[src/hw/rtl/lfbt_pkg.sv]
// Package for the login failure backoff throttle: sizes, request and
// status codes, and the structs shared by the register block, controller
// and datapath. Depends on nothing.
`default_nettype none

package lfbt_pkg;

  localparam int ACCOUNTS  = 8;
  localparam int TIME_BITS = 48;

  localparam int ACC_IDX_W = (ACCOUNTS > 1) ? $clog2(ACCOUNTS) : 1;

  localparam int CFG_ADDR_W = 5;

  // Register indexes on the configuration port (byte address is 4 * index).
  localparam logic [2:0] REG_FREE_TRIES = 3'd0;
  localparam logic [2:0] REG_LOCK_TRIES = 3'd1;
  localparam logic [2:0] REG_BASE_DELAY = 3'd2;
  localparam logic [2:0] REG_MAX_DELAY  = 3'd3;
  localparam logic [2:0] REG_LOCKOUT    = 3'd4;

  localparam logic [7:0]  FREE_TRIES_RST = 8'd3;
  localparam logic [7:0]  LOCK_TRIES_RST = 8'd10;
  localparam logic [31:0] BASE_DELAY_RST = 32'd1000;
  localparam logic [31:0] MAX_DELAY_RST  = 32'd60000;
  localparam logic [31:0] LOCKOUT_RST    = 32'd900000;

  localparam logic STATUS_DONE  = 1'b0;
  localparam logic STATUS_RANGE = 1'b1;

  typedef enum logic [1:0] {
    REQ_CHECK   = 2'd0,
    REQ_FAIL    = 2'd1,
    REQ_SUCCESS = 2'd2,
    REQ_CLEAR   = 2'd3
  } req_type_e;

  typedef struct packed {
    logic [7:0]  free_tries;
    logic [7:0]  lock_tries;
    logic [31:0] base_delay_ms;
    logic [31:0] max_delay_ms;
    logic [31:0] lockout_ms;
  } cfg_t;

  // Controller to datapath.
  typedef struct packed {
    logic load;
    logic eval;
    logic iter_step;
    logic iter_fin;
    logic write;
    logic out_load;
  } cmd_t;

  // Datapath to controller.
  typedef struct packed {
    logic escalate;
    logic iter_done;
    logic out_free;
  } sts_t;

endpackage

`default_nettype wire

[src/hw/rtl/lfbt_req_if.sv]
// Request channel of the login failure backoff throttle.
// Depends on nothing.
`default_nettype none

interface lfbt_req_if;
  logic        valid;
  logic        ready;
  logic [1:0]  req_type;
  logic [2:0]  account;
  logic [47:0] now_ms;

  modport source (output valid, output req_type, output account, output now_ms,
                  input ready);
  modport sink (input valid, input req_type, input account, input now_ms,
                output ready);
endinterface

`default_nettype wire

[src/hw/rtl/lfbt_rsp_if.sv]
// Response channel of the login failure backoff throttle.
// Depends on nothing.
`default_nettype none

interface lfbt_rsp_if;
  logic        valid;
  logic        ready;
  logic        status;
  logic        locked;
  logic [31:0] retry_after_ms;
  logic [7:0]  fail_count;

  modport source (output valid, output status, output locked, output retry_after_ms,
                  output fail_count, input ready);
  modport sink (input valid, input status, input locked, input retry_after_ms,
                input fail_count, output ready);
endinterface

`default_nettype wire

[src/hw/rtl/lfbt_regs.sv]
// Configuration registers behind the APB-style port.
// Depends on lfbt_pkg.
`default_nettype none

module lfbt_regs (
  input  wire                              clk_i,
  input  wire                              rst_ni,
  input  wire                              psel,
  input  wire                              penable,
  input  wire                              pwrite,
  input  wire  [lfbt_pkg::CFG_ADDR_W-1:0]  paddr,
  input  wire  [31:0]                      pwdata,
  output logic [31:0]                      prdata,
  output logic                             pready,
  output lfbt_pkg::cfg_t                   cfg_o
);

  lfbt_pkg::cfg_t cfg_q;
  logic [2:0]     reg_idx;
  logic           wr_en;

  assign reg_idx = paddr[lfbt_pkg::CFG_ADDR_W-1:2];
  assign pready  = 1'b1;
  assign wr_en   = psel && penable && pwrite && pready;

  always_ff @(posedge clk_i or negedge rst_ni) begin
    if (!rst_ni) begin
      cfg_q.free_tries    <= lfbt_pkg::FREE_TRIES_RST;
      cfg_q.lock_tries    <= lfbt_pkg::LOCK_TRIES_RST;
      cfg_q.base_delay_ms <= lfbt_pkg::BASE_DELAY_RST;
      cfg_q.max_delay_ms  <= lfbt_pkg::MAX_DELAY_RST;
      cfg_q.lockout_ms    <= lfbt_pkg::LOCKOUT_RST;
    end else if (wr_en) begin
      case (reg_idx)
        lfbt_pkg::REG_FREE_TRIES: cfg_q.free_tries    <= pwdata[7:0];
        lfbt_pkg::REG_LOCK_TRIES: cfg_q.lock_tries    <= pwdata[7:0];
        lfbt_pkg::REG_BASE_DELAY: cfg_q.base_delay_ms <= pwdata;
        lfbt_pkg::REG_MAX_DELAY:  cfg_q.max_delay_ms  <= pwdata;
        lfbt_pkg::REG_LOCKOUT:    cfg_q.lockout_ms    <= pwdata;
        default: ;
      endcase
    end
  end

  always_comb begin
    case (reg_idx)
      lfbt_pkg::REG_FREE_TRIES: prdata = {24'd0, cfg_q.free_tries};
      lfbt_pkg::REG_LOCK_TRIES: prdata = {24'd0, cfg_q.lock_tries};
      lfbt_pkg::REG_BASE_DELAY: prdata = cfg_q.base_delay_ms;
      lfbt_pkg::REG_MAX_DELAY:  prdata = cfg_q.max_delay_ms;
      lfbt_pkg::REG_LOCKOUT:    prdata = cfg_q.lockout_ms;
      default:                  prdata = 32'd0;
    endcase
  end

  assign cfg_o = cfg_q;

endmodule

`default_nettype wire

[src/hw/rtl/lfbt_ctrl.sv]
// Sequencing state machine of the throttle: accepts a request, steps the
// datapath through evaluate, backoff doubling, write-back and response.
// Depends on lfbt_pkg.
`default_nettype none

module lfbt_ctrl (
  input  wire                  clk_i,
  input  wire                  rst_ni,
  input  wire                  in_valid_i,
  output logic                 in_ready_o,
  input  lfbt_pkg::sts_t       sts_i,
  output lfbt_pkg::cmd_t       cmd_o
);

  localparam logic [2:0] S_IDLE  = 3'd0;
  localparam logic [2:0] S_EVAL  = 3'd1;
  localparam logic [2:0] S_ITER  = 3'd2;
  localparam logic [2:0] S_WRITE = 3'd3;
  localparam logic [2:0] S_RESP  = 3'd4;

  logic [2:0] state_q, state_d;

  always_ff @(posedge clk_i or negedge rst_ni) begin
    if (!rst_ni) begin
      state_q <= S_IDLE;
    end else begin
      state_q <= state_d;
    end
  end

  always_comb begin
    state_d    = state_q;
    cmd_o      = '0;
    in_ready_o = 1'b0;
    case (state_q)
      S_IDLE: begin
        in_ready_o = 1'b1;
        if (in_valid_i) begin
          cmd_o.load = 1'b1;
          state_d    = S_EVAL;
        end
      end
      S_EVAL: begin
        cmd_o.eval = 1'b1;
        state_d    = sts_i.escalate ? S_ITER : S_WRITE;
      end
      S_ITER: begin
        if (sts_i.iter_done) begin
          cmd_o.iter_fin = 1'b1;
          state_d        = S_WRITE;
        end else begin
          cmd_o.iter_step = 1'b1;
        end
      end
      S_WRITE: begin
        cmd_o.write = 1'b1;
        state_d     = S_RESP;
      end
      S_RESP: begin
        if (sts_i.out_free) begin
          cmd_o.out_load = 1'b1;
          state_d        = S_IDLE;
        end
      end
      default: state_d = S_IDLE;
    endcase
  end

endmodule

`default_nettype wire

[src/hw/rtl/lfbt_datapath.sv]
// Datapath of the throttle: account tables, request latch, backoff
// doubling unit, lock-until adder and the response register.
// Depends on lfbt_pkg.
`default_nettype none

module lfbt_datapath (
  input  wire                  clk_i,
  input  wire                  rst_ni,
  input  lfbt_pkg::cmd_t       cmd_i,
  output lfbt_pkg::sts_t       sts_o,
  input  lfbt_pkg::cfg_t       cfg_i,
  input  wire  [1:0]           in_req_type_i,
  input  wire  [2:0]           in_account_i,
  input  wire  [47:0]          in_now_ms_i,
  input  wire                  out_ready_i,
  output logic                 out_valid_o,
  output logic                 out_status_o,
  output logic                 out_locked_o,
  output logic [31:0]          out_retry_after_ms_o,
  output logic [7:0]           out_fail_count_o
);

  localparam int TB = lfbt_pkg::TIME_BITS;
  localparam int IW = lfbt_pkg::ACC_IDX_W;

  logic [7:0]    cnt_q   [lfbt_pkg::ACCOUNTS];
  logic [TB-1:0] until_q [lfbt_pkg::ACCOUNTS];

  lfbt_pkg::req_type_e req_q;
  logic [IW-1:0]       idx_q;
  logic                oor_q;
  logic [TB-1:0]       now_q;
  logic [31:0]         ms_q;
  logic [8:0]          k_q;
  logic                out_valid_q;

  logic [7:0]    cur_cnt;
  logic [7:0]    new_cnt;
  logic          is_fail;
  logic          lock_hit;
  logic          free_hit;
  logic          k_lt;
  logic          ms_ge_half;
  logic [31:0]   ms_capped;
  logic [TB:0]   sum;
  logic [TB-1:0] sum_sat;
  logic [TB-1:0] cur_until;
  logic [TB-1:0] diff;
  logic          rsp_locked;
  logic [31:0]   rsp_retry;
  logic          rsp_zero;

  assign cur_cnt  = cnt_q[idx_q];
  assign new_cnt  = (cur_cnt == 8'hFF) ? cur_cnt : cur_cnt + 8'd1;
  assign is_fail  = (req_q == lfbt_pkg::REQ_FAIL) && !oor_q;
  // The lockout test takes priority over the free-try test.
  assign lock_hit = new_cnt >= cfg_i.lock_tries;
  assign free_hit = new_cnt <= cfg_i.free_tries;

  // One doubling per cycle; cur_cnt already holds the updated count here.
  assign k_lt       = k_q < {1'b0, cur_cnt};
  assign ms_ge_half = ms_q >= (cfg_i.max_delay_ms >> 1);
  assign ms_capped  = (ms_q > cfg_i.max_delay_ms) ? cfg_i.max_delay_ms : ms_q;

  assign sts_o.escalate  = is_fail && !lock_hit && !free_hit;
  assign sts_o.iter_done = !k_lt || ms_ge_half || (ms_q == 32'd0);
  assign sts_o.out_free  = !out_valid_q || out_ready_i;

  assign sum     = {1'b0, now_q} + (TB+1)'(ms_q);
  assign sum_sat = sum[TB] ? {TB{1'b1}} : sum[TB-1:0];

  assign cur_until  = until_q[idx_q];
  assign diff       = cur_until - now_q;
  assign rsp_zero   = oor_q || (req_q == lfbt_pkg::REQ_CLEAR);
  assign rsp_locked = !rsp_zero && (cur_until > now_q);
  assign rsp_retry  = !rsp_locked ? 32'd0 :
                      (|diff[TB-1:32]) ? 32'hFFFF_FFFF : diff[31:0];

  always_ff @(posedge clk_i) begin
    if (cmd_i.load) begin
      req_q <= lfbt_pkg::req_type_e'(in_req_type_i);
      idx_q <= IW'(in_account_i);
      oor_q <= {29'd0, in_account_i} >= 32'(lfbt_pkg::ACCOUNTS);
      now_q <= TB'(in_now_ms_i);
    end
  end

  always_ff @(posedge clk_i) begin
    if (cmd_i.eval) begin
      ms_q <= lock_hit ? cfg_i.lockout_ms :
              free_hit ? 32'd0 : cfg_i.base_delay_ms;
      k_q  <= {1'b0, cfg_i.free_tries} + 9'd1;
    end else if (cmd_i.iter_step) begin
      ms_q <= ms_q << 1;
      k_q  <= k_q + 9'd1;
    end else if (cmd_i.iter_fin) begin
      ms_q <= (k_lt && ms_ge_half) ? cfg_i.max_delay_ms : ms_capped;
    end
  end

  always_ff @(posedge clk_i or negedge rst_ni) begin
    if (!rst_ni) begin
      for (int i = 0; i < lfbt_pkg::ACCOUNTS; i++) begin
        cnt_q[i]   <= 8'd0;
        until_q[i] <= '0;
      end
    end else if (cmd_i.eval) begin
      if (req_q == lfbt_pkg::REQ_CLEAR) begin
        for (int i = 0; i < lfbt_pkg::ACCOUNTS; i++) begin
          cnt_q[i]   <= 8'd0;
          until_q[i] <= '0;
        end
      end else if (!oor_q) begin
        if (req_q == lfbt_pkg::REQ_SUCCESS) begin
          cnt_q[idx_q]   <= 8'd0;
          until_q[idx_q] <= '0;
        end else if (req_q == lfbt_pkg::REQ_FAIL) begin
          cnt_q[idx_q] <= new_cnt;
        end
      end
    end else if (cmd_i.write && is_fail && (ms_q != 32'd0)) begin
      until_q[idx_q] <= sum_sat;
    end
  end

  always_ff @(posedge clk_i or negedge rst_ni) begin
    if (!rst_ni) begin
      out_valid_q <= 1'b0;
    end else if (cmd_i.out_load) begin
      out_valid_q <= 1'b1;
    end else if (out_ready_i) begin
      out_valid_q <= 1'b0;
    end
  end

  always_ff @(posedge clk_i) begin
    if (cmd_i.out_load) begin
      out_status_o         <= oor_q && (req_q != lfbt_pkg::REQ_CLEAR) ?
                              lfbt_pkg::STATUS_RANGE : lfbt_pkg::STATUS_DONE;
      out_locked_o         <= rsp_locked;
      out_retry_after_ms_o <= rsp_retry;
      out_fail_count_o     <= rsp_zero ? 8'd0 : cur_cnt;
    end
  end

  assign out_valid_o = out_valid_q;

endmodule

`default_nettype wire

[src/hw/rtl/login_failure_backoff_throttle_top.sv]
// Top level of the login failure backoff throttle: channels, APB-style
// configuration port, controller and datapath. Depends on lfbt_pkg,
// lfbt_req_if, lfbt_rsp_if, lfbt_regs, lfbt_ctrl and lfbt_datapath.
`default_nettype none

// Per-account failed-login throttle. Each request beat names an account and
// the current time in milliseconds and returns exactly one response beat
// with the status, whether the account is locked, the remaining wait
// (saturated to 32 bits) and the failure count. A failed attempt bumps the
// saturating count and arms either the fixed lockout, nothing, or the base
// delay, doubled per failure after the first escalating one, capped at the
// maximum; a success clears the account and clear-all clears every account.
// The block handles one request at a time. A check, success, clear-all,
// out-of-range request, or a failure that arms the lockout or no delay
// passes through the evaluate, write-back and response states before the
// next request can be accepted. A failure in the escalating range also
// steps the delay through the shared shift-and-compare unit one doubling at
// a time and a final capping step; the delay reaches the cap within 31
// doublings and a zero base ends at once. The response sits in an output
// register, so a new request is taken while the previous response still
// waits; the response is loaded only once that register is free.
// Configuration registers (free_tries, lock_tries, base_delay_ms,
// max_delay_ms, lockout_ms) sit at byte addresses 0, 4, 8, 12 and 16 and
// should be written only while the block is idle.

module login_failure_backoff_throttle_top (
  input  wire                              clk_i,
  input  wire                              rst_ni,
  lfbt_req_if.sink                         req,
  lfbt_rsp_if.source                       rsp,
  input  wire                              psel,
  input  wire                              penable,
  input  wire                              pwrite,
  input  wire  [lfbt_pkg::CFG_ADDR_W-1:0]  paddr,
  input  wire  [31:0]                      pwdata,
  output logic [31:0]                      prdata,
  output logic                             pready
);

  lfbt_pkg::cfg_t cfg;
  lfbt_pkg::cmd_t cmd;
  lfbt_pkg::sts_t sts;
  logic           in_ready;

  lfbt_regs u_regs (
    .clk_i   (clk_i),
    .rst_ni  (rst_ni),
    .psel    (psel),
    .penable (penable),
    .pwrite  (pwrite),
    .paddr   (paddr),
    .pwdata  (pwdata),
    .prdata  (prdata),
    .pready  (pready),
    .cfg_o   (cfg)
  );

  // The controller only ever talks to the datapath through cmd and sts.
  lfbt_ctrl u_ctrl (
    .clk_i      (clk_i),
    .rst_ni     (rst_ni),
    .in_valid_i (req.valid),
    .in_ready_o (in_ready),
    .sts_i      (sts),
    .cmd_o      (cmd)
  );

  assign req.ready = in_ready;

  lfbt_datapath u_datapath (
    .clk_i                (clk_i),
    .rst_ni               (rst_ni),
    .cmd_i                (cmd),
    .sts_o                (sts),
    .cfg_i                (cfg),
    .in_req_type_i        (req.req_type),
    .in_account_i         (req.account),
    .in_now_ms_i          (req.now_ms),
    .out_ready_i          (rsp.ready),
    .out_valid_o          (rsp.valid),
    .out_status_o         (rsp.status),
    .out_locked_o         (rsp.locked),
    .out_retry_after_ms_o (rsp.retry_after_ms),
    .out_fail_count_o     (rsp.fail_count)
  );

endmodule

`default_nettype wire

[src/flat_wrapper.sv]
// flat-port wrapper written by rule: the top's interface ports become plain ports
module login_failure_backoff_throttle_top_flat 
  (clk_i, rst_ni, psel, penable, pwrite, paddr, pwdata, prdata, pready, req_valid, req_req_type, req_account, req_now_ms, req_ready, rsp_valid, rsp_status, rsp_locked, rsp_retry_after_ms, rsp_fail_count, rsp_ready);
  lfbt_req_if req_i ();
  lfbt_rsp_if rsp_i ();
  input  wire clk_i;
  input  wire rst_ni;
  input  wire psel;
  input  wire penable;
  input  wire pwrite;
  input  wire  [lfbt_pkg::CFG_ADDR_W-1:0] paddr;
  input  wire  [31:0] pwdata;
  output logic [31:0] prdata;
  output logic pready;
  input wire logic [$bits(req_i.valid)-1:0] req_valid;
  input wire logic [$bits(req_i.req_type)-1:0] req_req_type;
  input wire logic [$bits(req_i.account)-1:0] req_account;
  input wire logic [$bits(req_i.now_ms)-1:0] req_now_ms;
  output wire logic [$bits(req_i.ready)-1:0] req_ready;
  output wire logic [$bits(rsp_i.valid)-1:0] rsp_valid;
  output wire logic [$bits(rsp_i.status)-1:0] rsp_status;
  output wire logic [$bits(rsp_i.locked)-1:0] rsp_locked;
  output wire logic [$bits(rsp_i.retry_after_ms)-1:0] rsp_retry_after_ms;
  output wire logic [$bits(rsp_i.fail_count)-1:0] rsp_fail_count;
  input wire logic [$bits(rsp_i.ready)-1:0] rsp_ready;
  assign req_i.valid = req_valid;
  assign req_i.req_type = req_req_type;
  assign req_i.account = req_account;
  assign req_i.now_ms = req_now_ms;
  assign req_ready = req_i.ready;
  assign rsp_valid = rsp_i.valid;
  assign rsp_status = rsp_i.status;
  assign rsp_locked = rsp_i.locked;
  assign rsp_retry_after_ms = rsp_i.retry_after_ms;
  assign rsp_fail_count = rsp_i.fail_count;
  assign rsp_i.ready = rsp_ready;
  login_failure_backoff_throttle_top u_core (.clk_i(clk_i), .rst_ni(rst_ni), .req(req_i), .rsp(rsp_i), .psel(psel), .penable(penable), .pwrite(pwrite), .paddr(paddr), .pwdata(pwdata), .prdata(prdata), .pready(pready));
endmodule
[config.mk]
export PLATFORM = sky130hd
export DESIGN_NAME = login_failure_backoff_throttle_top_flat
export DESIGN_NICKNAME = d
export VERILOG_FILES = /design/src/hw/rtl/lfbt_pkg.sv /design/src/hw/rtl/lfbt_req_if.sv /design/src/hw/rtl/lfbt_rsp_if.sv /design/src/hw/rtl/lfbt_regs.sv /design/src/hw/rtl/lfbt_ctrl.sv /design/src/hw/rtl/lfbt_datapath.sv /design/src/hw/rtl/login_failure_backoff_throttle_top.sv /design/src/flat_wrapper.sv
export SDC_FILE = /design/constraint.sdc
export NUM_CORES = 2
export LEC_CHECK = 0
export ABC_AREA = 1
export BUFFER_PORTS_ARGS = -buffer_cell sky130_fd_sc_hd__buf_2
export CAP_MARGIN = 30
export CORE_MARGIN = 1
export CORE_UTILIZATION = 26
export DETAILED_ROUTE_END_ITERATION = 16
export PLACE_DENSITY = 0.42
export SYNTH_ARGS = -nofsm -noshare
export SYNTH_HDL_FRONTEND = slang
export SYNTH_SLANG_ARGS = --single-unit
[constraint.sdc]
create_clock -name clk_i -period 8.4 [get_ports clk_i]
set_input_delay 1.26 -clock clk_i [delete_from_list [all_inputs] [get_ports clk_i]]
set_output_delay 1.26 -clock clk_i [all_outputs]
set_load 0.1 [all_outputs]
==> metrics.cfg <==
[run_status]
status=finished, final reports clean

[critical_path]
end_kind=flop
cpMostUsedCell=nand2_1
crit_family=simple AND/OR/NAND/NOR gates
path_class=flop to flop
cp.required_ps=8870
cp_slowest_stage_delay_ps=970
crit_slowest_cell=edfxtp_1
arrival_ps=6930
crit_fanout=20
rrSetupSlack_ps=1940
critPathBufInv=8
start_kind=flop

[cells_and_area]
drive_gt1_share_pct=8.74
utilization_pct=29.8
areaGrowthSynthToFinish_pct=13.6
diodes=0
fin_nets=6395
fillers=18500

[detailed_routing]
first_pass_iters=6
avgRoutedWirePerCell_um=23.3
drt-total-wl_um=196000
drt_iter0_markers=4275
vias_per_cell=5.18
detail-route-antenna-nets=0
drc_errors=0
vias=43600

[synthesis]
ys.flop_type=dfrtp_1
ys_top_cells_by_area=dfrtp_1 30%, nand2_1 14%, edfxtp_1 9.1%, inv_1 6.1%, a31oi_1 5.2%
synth_top_cell_by_area=dfrtp_1
synth_edf_count=135
seq_area_frac_synth_pct=40.9
synth-seq-cells=699
yosysTopAreaCellShare_pct=30.2
postSynth.asyncResetShare_pct=80.7
synth_commonest_cells=1,680 x nand2_1, 719 x inv_1, 586 x nor2_1, 536 x dfrtp_1, 420 x a21oi_1
synth.most_common_cell=nand2_1
synthCells=6124
syn_area_um2=44500
synth_area_per_cell_um2=7.26
synth_cell_types=62
synth_warnings=0
syn_nets=6392

[clocking]
clk_pin_slew_ps=60
clk_root_buffer_cell=clkbuf_16
insertion_delay_ps=720
cts_tree=yes
h-tree-depth=3
post_cts_resize_count=0
clockBufferDepth=3
numClockSinks=699
cts_made_buffers=88
ctsHoldBuffers=0
post_cts_buffers=0

[placed_design]
gp_congestion=0.939
io_buffers=169
dpl.hpwl_um=130000

[grt]
grt_overflow_total=0
antenna_found_initial=1
grt_pass1_wl_um=288000
grt_pass1_vias=41900
grt.total_usage_pct=22.2
grt_start_max_net_pins=195

[sta]
final.period_utilization_pct=76.9
fmax_ghz=0.155
maxSlewHeadroom_pct=24.3
min_period_ps=6460
fin_setup_tns_ps=0
worst_pin_slew_ps=1140
rsz0062_at_grt=false
finClkSkew_ps=32.9
finalHoldViolations=0
slew_violations=0
setup-violations-final=0

[power_and_ir_drop]
p_leak_nw=22.9
power_density_nw_per_um2=429
worst_ir_drop_vdd_mv=0.297

[floorplanning]
ios=174
die-area_um2=173000
die_h_um=415
core_area_um2=170000
start_util_pct=26.2
die_width_um=415
rows=151

[min_path]
hp-class=flop to flop

[run]
cap_violations=0

routing by layer:
metal / vias up / wire, um / track usage (%) / share of wire, %
met3: 251 / 11700 / 2.58 / 6.0
met1: 21400 / 92800 / 32.4 / 47
met5: - / 19 / 0 / 0.0097
met4: 2 / 5430 / 6.08 / 2.8
li1: 20400 / - / - / -
met2: 1492 / 86200 / 34.3 / 44
worst min-delay path: stages (launching register included):
cell,delay [ps]
dfrtp_1,340
nand2_1,50
nand2_1,50
sequential cells by signal, indices dropped and copies added (netlist names):
name	cells
u_core.u_datapath.out_retry_after_ms_o	32
u_core.u_datapath.k_q	9
u_core.u_datapath.out_locked_o	1
u_core.u_datapath.until_q	384
u_core.u_datapath.cnt_q	64
u_core.u_datapath.idx_q	3
u_core.u_datapath.out_valid_o	1
u_core.u_ctrl.state_q	3
u_core.u_datapath.req_q	2
u_core.u_datapath.now_q	48
u_core.u_regs.cfg_o	112
u_core.u_datapath.ms_q	32
u_core.u_datapath.out_fail_count_o	8
power breakdown:
| part | switching, W | internal, W | total, W |
|---|---|---|---|
| combinational | 0.00842 | 0.00321 | 0.0116 |
| sequential | 0.00111 | 0.00506 | 0.00617 |
| clock | 0.00167 | 0.00217 | 0.00384 |
| total | 0.0112 | 0.0104 | 0.0216 |
stage by stage:
step	cells	hold slack, ps	power (W)	area, um^2	worst slack (ps)
final	8410	476	0.0216	50500	1940
after global routing	8410	496	0.0231	50500	1480
after CTS	8410	478	0.0217	50500	1890
after detailed placement	8255	462	0.0177	47700	1900
after global placement	8254	456	0.0176	47700	1860
after floorplan	6124	442	0.0134	44500	1490
logic make-up after synthesis:
logic type / synth area share (%)
xor gates and xnor gates: 1.18
buffers and inverters: 9.44
and+or+nand+nor: 24.5
AOI/OAI and AO/OA: 19.1
adders and majority gates: 4.85
DFF: 40.9
other: 0.0169
cells in the final DEF (no fill, tap or decap), drive strengths merged, types with 28 or more instances in the layout:
cell / count
nand4: 57
nor2: 594
o21ai: 289
inv: 739
nand3: 264
clkbuf: 123
a31oi: 370
buf: 261
nor3: 36
xor2: 34
o22ai: 36
a21oi: 421
clkinv: 32
a221oi: 56
nand2: 1694
edfxtp: 135
dfrtp: 536
dfstp: 28
ha: 169
a22oi: 142
cell type report:
type / count / area (um^2) / area share, %
multi-input cells: 4334 / 22200 / 44.0
flip-flops and latches: 699 / 18200 / 36.1
inverters: 743 / 2800 / 5.54
well taps: 2218 / 2780 / 5.50
clock buffers: 123 / 2550 / 5.04
repair buffers: 261 / 1660 / 3.29
clock inverters: 32 / 269 / 0.533
path summary, 6_finish.rpt:
kind / from / to / cells past startpoint
hold reg to reg: u_core.u_datapath.until_q[321] / u_core.u_datapath.until_q[321] / 2
setup reg to reg: u_core.u_datapath.idx_q[0] / u_core.u_datapath.out_retry_after_ms_o[1] / 25
max in group asynchronous: rst_ni / u_core.u_datapath.until_q[114] / 2
hold / removal: u_core.u_datapath.until_q[321] / u_core.u_datapath.until_q[321] / 2
setup / recovery: u_core.u_datapath.idx_q[0] / u_core.u_datapath.out_retry_after_ms_o[1] / 25
min in group asynchronous: rst_ni / u_core.u_regs.cfg_o[82] / 1
Power figures use the tool's default switching activity.
